**src/rtl/assert_macros.svh**
```systemverilog
// Assertion macros shared by the RTL modules of the interpolation unit
`ifndef ASSERT_MACROS_SVH
`define ASSERT_MACROS_SVH
`ifndef SYNTH
// Clocked property, disabled while reset is high
`define ASSERT_CLK(label, clk, rst, prop) \
   label: assert property (@(posedge clk) disable iff (rst) prop) \
      else $error("assertion failed: clocked property violated");
// Condition that must never be true at a clock edge
`define ASSERT_NEVER(label, clk, rst, expr) \
   label: assert property (@(posedge clk) disable iff (rst) !(expr)) \
      else $error("assertion failed: forbidden condition seen");
`else
`define ASSERT_CLK(label, clk, rst, prop)
`define ASSERT_NEVER(label, clk, rst, expr)
`endif
`endif

```
**src/rtl/btli_pkg.sv**
```systemverilog
// Shared types and constants of the breakpoint table interpolation unit
package btli_pkg;

   localparam int TIME_W   = 32;
   localparam int FLOW_W   = 32;
   localparam int INDEX_W  = 8;
   localparam int COUNT_W  = 9;
   localparam int REGION_W = 2;
   localparam int PROD_W   = 2 * TIME_W;
   localparam int ITER_W   = 6;
   localparam int MUL_STEPS = 32;
   localparam int DIV_STEPS = 64;

   typedef enum logic [1:0] {
      REG_INTERIOR = 2'd0,
      REG_FIRST    = 2'd1,
      REG_PAST_END = 2'd2,
      REG_EMPTY    = 2'd3
   } region_type;

   typedef enum logic [2:0] {
      ST_IDLE,
      ST_SCAN,
      ST_DECIDE,
      ST_MUL,
      ST_DIV_INIT,
      ST_DIV,
      ST_FINISH
   } state_type;

   typedef enum logic [3:0] {
      CMD_NOP,
      CMD_LOAD,
      CMD_START,
      CMD_SCAN,
      CMD_MUL_INIT,
      CMD_MUL,
      CMD_DIV_INIT,
      CMD_DIV,
      CMD_FINISH
   } cmd_op_type;

   typedef struct packed {
      cmd_op_type op;
      region_type region;
   } dp_cmd_type;

   typedef struct packed {
      logic scan_done;
      logic empty;
      logic past_end;
      logic found;
      logic first;
      logic iter_last;
   } dp_status_type;

endpackage

```
**src/rtl/btli_ctrl.sv**
```systemverilog
// Controller state machine sequencing load, scan, multiply, divide and result
`include "assert_macros.svh"
module btli_ctrl (
   input  logic                    clock,
   input  logic                    reset,
   input  logic                    req_valid,
   input  logic                    req_action,
   output logic                    req_stall,
   output logic                    rsp_valid,
   input  logic                    rsp_stall,
   output btli_pkg::dp_cmd_type    cmd,
   input  btli_pkg::dp_status_type status
);
   import btli_pkg::*;

   state_type  state_ff, state_in;
   region_type region_ff, region_in;
   logic       rsp_valid_ff, rsp_valid_in;
   region_type region_sel;
   logic       out_free;

   assign out_free = !rsp_valid_ff || !rsp_stall;

   // region decision once the scan is complete
   always_comb begin
      priority if (status.empty) begin
         region_sel = REG_EMPTY;
      end else if (status.past_end) begin
         region_sel = REG_PAST_END;
      end else if (status.found && !status.first) begin
         region_sel = REG_INTERIOR;
      end else begin
         region_sel = REG_FIRST;
      end
   end

   // next state
   always_comb begin
      state_in = state_ff;
      unique case (state_ff)
         ST_IDLE: begin
            if (req_valid && req_action) begin
               state_in = ST_SCAN;
            end
         end
         ST_SCAN: begin
            if (status.scan_done) begin
               state_in = ST_DECIDE;
            end
         end
         ST_DECIDE: begin
            state_in = (region_sel == REG_INTERIOR) ? ST_MUL : ST_FINISH;
         end
         ST_MUL: begin
            if (status.iter_last) begin
               state_in = ST_DIV_INIT;
            end
         end
         ST_DIV_INIT: state_in = ST_DIV;
         ST_DIV: begin
            if (status.iter_last) begin
               state_in = ST_FINISH;
            end
         end
         ST_FINISH: begin
            if (out_free) begin
               state_in = ST_IDLE;
            end
         end
      endcase
   end

   // outputs
   always_comb begin
      cmd.op       = CMD_NOP;
      cmd.region   = region_ff;
      region_in    = region_ff;
      req_stall    = 1'b1;
      rsp_valid_in = rsp_valid_ff && rsp_stall;
      unique case (state_ff)
         ST_IDLE: begin
            req_stall = 1'b0;
            if (req_valid) begin
               cmd.op = req_action ? CMD_START : CMD_LOAD;
            end
         end
         ST_SCAN: cmd.op = CMD_SCAN;
         ST_DECIDE: begin
            region_in = region_sel;
            if (region_sel == REG_INTERIOR) begin
               cmd.op = CMD_MUL_INIT;
            end
         end
         ST_MUL:      cmd.op = CMD_MUL;
         ST_DIV_INIT: cmd.op = CMD_DIV_INIT;
         ST_DIV:      cmd.op = CMD_DIV;
         ST_FINISH: begin
            if (out_free) begin
               cmd.op       = CMD_FINISH;
               rsp_valid_in = 1'b1;
            end
         end
      endcase
   end

   always_ff @(posedge clock) begin
      if (reset) begin
         state_ff     <= ST_IDLE;
         region_ff    <= REG_EMPTY;
         rsp_valid_ff <= 1'b0;
      end else begin
         state_ff     <= state_in;
         region_ff    <= region_in;
         rsp_valid_ff <= rsp_valid_in;
      end
   end

   assign rsp_valid = rsp_valid_ff;

   `ASSERT_CLK(a_rsp_from_finish, clock, reset, $rose(rsp_valid_ff) |-> $past(state_ff == ST_FINISH))
   `ASSERT_CLK(a_div_to_finish, clock, reset, (state_ff == ST_DIV && status.iter_last) |=> (state_ff == ST_FINISH))
   `ASSERT_CLK(a_empty_region, clock, reset, (state_ff == ST_DECIDE && status.empty) |=> (state_ff == ST_FINISH && region_ff == REG_EMPTY))

endmodule
```
**config.mk**
```make
export PLATFORM = sky130hd
export DESIGN_NAME = btli_ctrl
export DESIGN_NICKNAME = d
export VERILOG_FILES = /design/src/rtl/btli_pkg.sv /design/src/rtl/btli_ctrl.sv
export VERILOG_INCLUDE_DIRS = /design/src /design/src/rtl
export SDC_FILE = /design/constraint.sdc
export NUM_CORES = 1
export LEC_CHECK = 0
export ABC_AREA = 1
export BUFFER_PORTS_ARGS = -buffer_cell sky130_fd_sc_hd__buf_4
export CAP_MARGIN = 5
export CORE_AREA = 2 2 39 41
export CTS_CLUSTER_DIAMETER = 40
export CTS_CLUSTER_SIZE = 20
export DETAILED_ROUTE_END_ITERATION = 7
export DIE_AREA = 0 0 41 43
export MAX_ROUTING_LAYER = met4
export PLACE_DENSITY_LB_ADDON = 0.15
export SYNTH_ARGS = -nofsm -noshare
export SYNTH_HDL_FRONTEND = slang
export SYNTH_SLANG_ARGS = --single-unit
export TNS_END_PERCENT = 5
```
**constraint.sdc**
```tcl
create_clock -name clock -period 1.4 [get_ports clock]
set_clock_uncertainty 0.1 [all_clocks]
set_input_delay 0.14 -clock clock [delete_from_list [all_inputs] [get_ports clock]]
set_output_delay 0.14 -clock clock [all_outputs]
set_load 0.005 [all_outputs]
```
==> results.yml <==
status:
  status: "finished with violations"
  violations: "setup timing"
critical_path:
  rr_endpoint: "state_ff[2]"
  cp_top_family: "flip-flops"
  r2r_start: "state_ff[0]"
  cp.required_ns: 1.16
  cpPeakStageDelay_ns: 0.35
  r2r_slack_ns: 0.16
  crit_type: "flop to output port"
  crit_path_top_delay_cell: "dfxtp_4"
  end_kind: "output port"
  crit_fanout: 3
  worstPathCellList: "nor2_4 > nand2_2 > o21ai_2 > inv_2 > o31ai_2 > buf_4"
  cp.arrival_ns: 1.19
  critPathLaunchType: "flop"
  rr_worst_depth: 8
  cp.buffers_inverters: 2
sta:
  fin_crit_ns: 1.43
  setup_slack_ns: -0.0287
  rsz0062_at_grt: "true"
  hold_viol: 0
  worstMarginPinSlew_ns: 0.180
  max_slew_margin_pct: 87.9
  drv_slew: 0
  fmax_mhz: 700
  fin_crit_sh_pct: 102
  setup_violations: 1
synth:
  netlist_area_sq_um: 433
  ys_seq_elements: 6
  postSynthAreaPerCell_sq_um: 6.01
  synth.net_count: 83
  synth_edf_count: 0
  synth-warning-count: 0
  ys.flop_type: "dfxtp_1"
  synthCells: 72
  synthArstFlopShare_pct: 0
  synth.distinct_cells: 16
  ys_seq_area_share_pct: 27.7
power_and_ir_drop:
  p_per_area_mw_per_mm2: 2030
  peakVddDrop_mv: 0.984
  p_leak_nw: 0.359
  total_power_w: 0.00137
routing:
  routedWlPerCell_microns: 9.66
  routed_wl_mm: 1.10
  dr_wl_met2_microns: 569
  top_layer: "met4"
  drc_errors: 0
  vias: 504
  drt-initial-drc-count: 7
  dr.pass1.iters: 3
  wl_met3_microns: 38
  wl_met1_microns: 475
  via_per_inst: 4.42
  ant_nets: 0
floorplan:
  core_area_sq_mm: 0.00138
  die_y_microns: 43
  rows: 14
  dieWidth_microns: 41
  io_pins: 19
  design.die.area_sq_mm: 0.00176
  start_util_pct: 31.3
grt:
  track_usage_pct: 16.7
  grt_first_pass_wirelength_mm: 1.93
  grt_remaining_overflow: 0
  grt_pass1_vias: 475
  grt_max_degree: 6
  antenna_found_initial: 0
min_path:
  hold_depth: 3
  min_to: "region_ff[1]"
  min_from: "status[4]"
  hp-class: "primary input to flop"
cells_and_area:
  num-fill-cells: 152
  diodes: 0
  syn2layout_area_growth_pct: 56.4
  drive_gt1_share_pct: 49.0
  layout.cells.non_filler: 114
  nets: 111
run:
  cap_violations: 0
cts:
  root_buffer: "clkbuf_4"
  clk_latency_ns: 0.25
  cts_sinks: 6
  cts.clk_slew.worst_paths_ns: 0.05
  cts_made_buffers: 3
  cts_tree: "done"
  cts_buffer_depth: 2
  ctsHtreeMaxLevel: 1
placement:
  dp_hpwl_microns: 834
  portBuffers: 18
  place.gp.congestion: 0.740
  dp_cells: 107
[cells in the mapped netlist (2+ instances only)]
cell type	number	area [sq um]
o21ai_1	2	10.0
inv_1	9	33.8
inv_2	4	15.0
a21oi_1	4	20.0
nand2_2	6	37.5
nand2_1	17	63.8
nand3_1	5	25.0
nor2_2	4	25.0
dfxtp_1	6	120
nor2_1	9	33.8
[power breakdown]
part,internal [W],switching [W]
registers,0.000248,0.0000629
clock network,0.0000974,0.0000679
logic,0.000438,0.000459
[cell type report]
type / instances / area (sq um) / area share, %
well taps: 16 / 20.0 / 2.96
repair buffers: 23 / 175 / 25.9
flip-flops and latches: 6 / 131 / 19.4
inverters: 14 / 52.6 / 7.76
multi-input cells: 52 / 275 / 40.7
clock buffers: 3 / 22.5 / 3.33
[worst max-delay path by stage]
stage,start,end,depth (start not counted)
detailed placement,state_ff[2],cmd[2],6
floorplan,state_ff[2],cmd[2],5
global placement,state_ff[2],cmd[2],6
global route,state_ff[0],cmd[2],6
finish,state_ff[0],cmd[2],6
CTS,state_ff[0],cmd[2],6
[cells in the final DEF (no fill, tap or decap)]
master	n
buf_4	22
nand2_1	16
nor2_1	9
inv_1	8
nand2_2	7
inv_2	5
nand3_1	5
a21oi_1	4
nor2_2	3
clkbuf_4	3
dfxtp_1	3
dfxtp_4	3
nor2_4	2
o21ai_2	1
o22ai_1	1
o31ai_2	1
a21boi_2	1
clkinv_1	1
o211ai_1	1
o21ai_1	1
dlygate4sd3_1	1
[registers in the layout, summed over array words and instances, names as in the netlist]
| register | count |
|---|---|
| region_ff | 2 |
| state_ff | 3 |
| rsp_valid | 1 |
[timing repair]
item,in CTS,in global routing
endpoints found under the hold margin,1,0
hold buffers,1,0
pin swaps,1,0
setup endpoints to repair,4,4
buffers inserted,3,0
resized for setup,10,1
[routing by layer]
| metal | track usage (%) | up-vias |
|---|---|---|
| met3 | 6.28 | 4 |
| met2 | 25.0 | 9 |
| met1 | 19.6 | 217 |
| met5 | - | - |
| li1 | - | 274 |
| met4 | 6.00 | 0 |
[per-stage QoR]
stage	utilization (%)	TNS, ns	cell area, sq um	worst slack (ns)	hold slack [ns]
detailed placement	43.0	0	596	0.107	0.216
finish	48.9	-0.0287	677	-0.0287	0.0614
global placement	43.0	0	596	0.130	0.220
floorplan	-	0	433	0.224	0.109
global route	48.9	-0.260	677	-0.101	0.0894
CTS	48.9	-0.0145	677	-0.0145	0.0607
[worst reg2reg max path, delay by kind of cell (launching register included)]
kind | cells | cell delay (ns)
AND/OR/NAND/NOR | 6 | 0.53
buffers and inverters | 2 | 0.19
flip-flops | 1 | 0.35
[logic make-up after synthesis]
| kind of cell | Yosys count | synth area share [%] |
|---|---|---|
| AO/OA/AOI/OAI | 10 | 14.7 |
| flip-flops | 6 | 27.7 |
| AND/OR/NAND/NOR | 42 | 45.4 |
| buffers and inverters | 14 | 12.1 |
No activity file was read; power rests on OpenSTA's default activity.
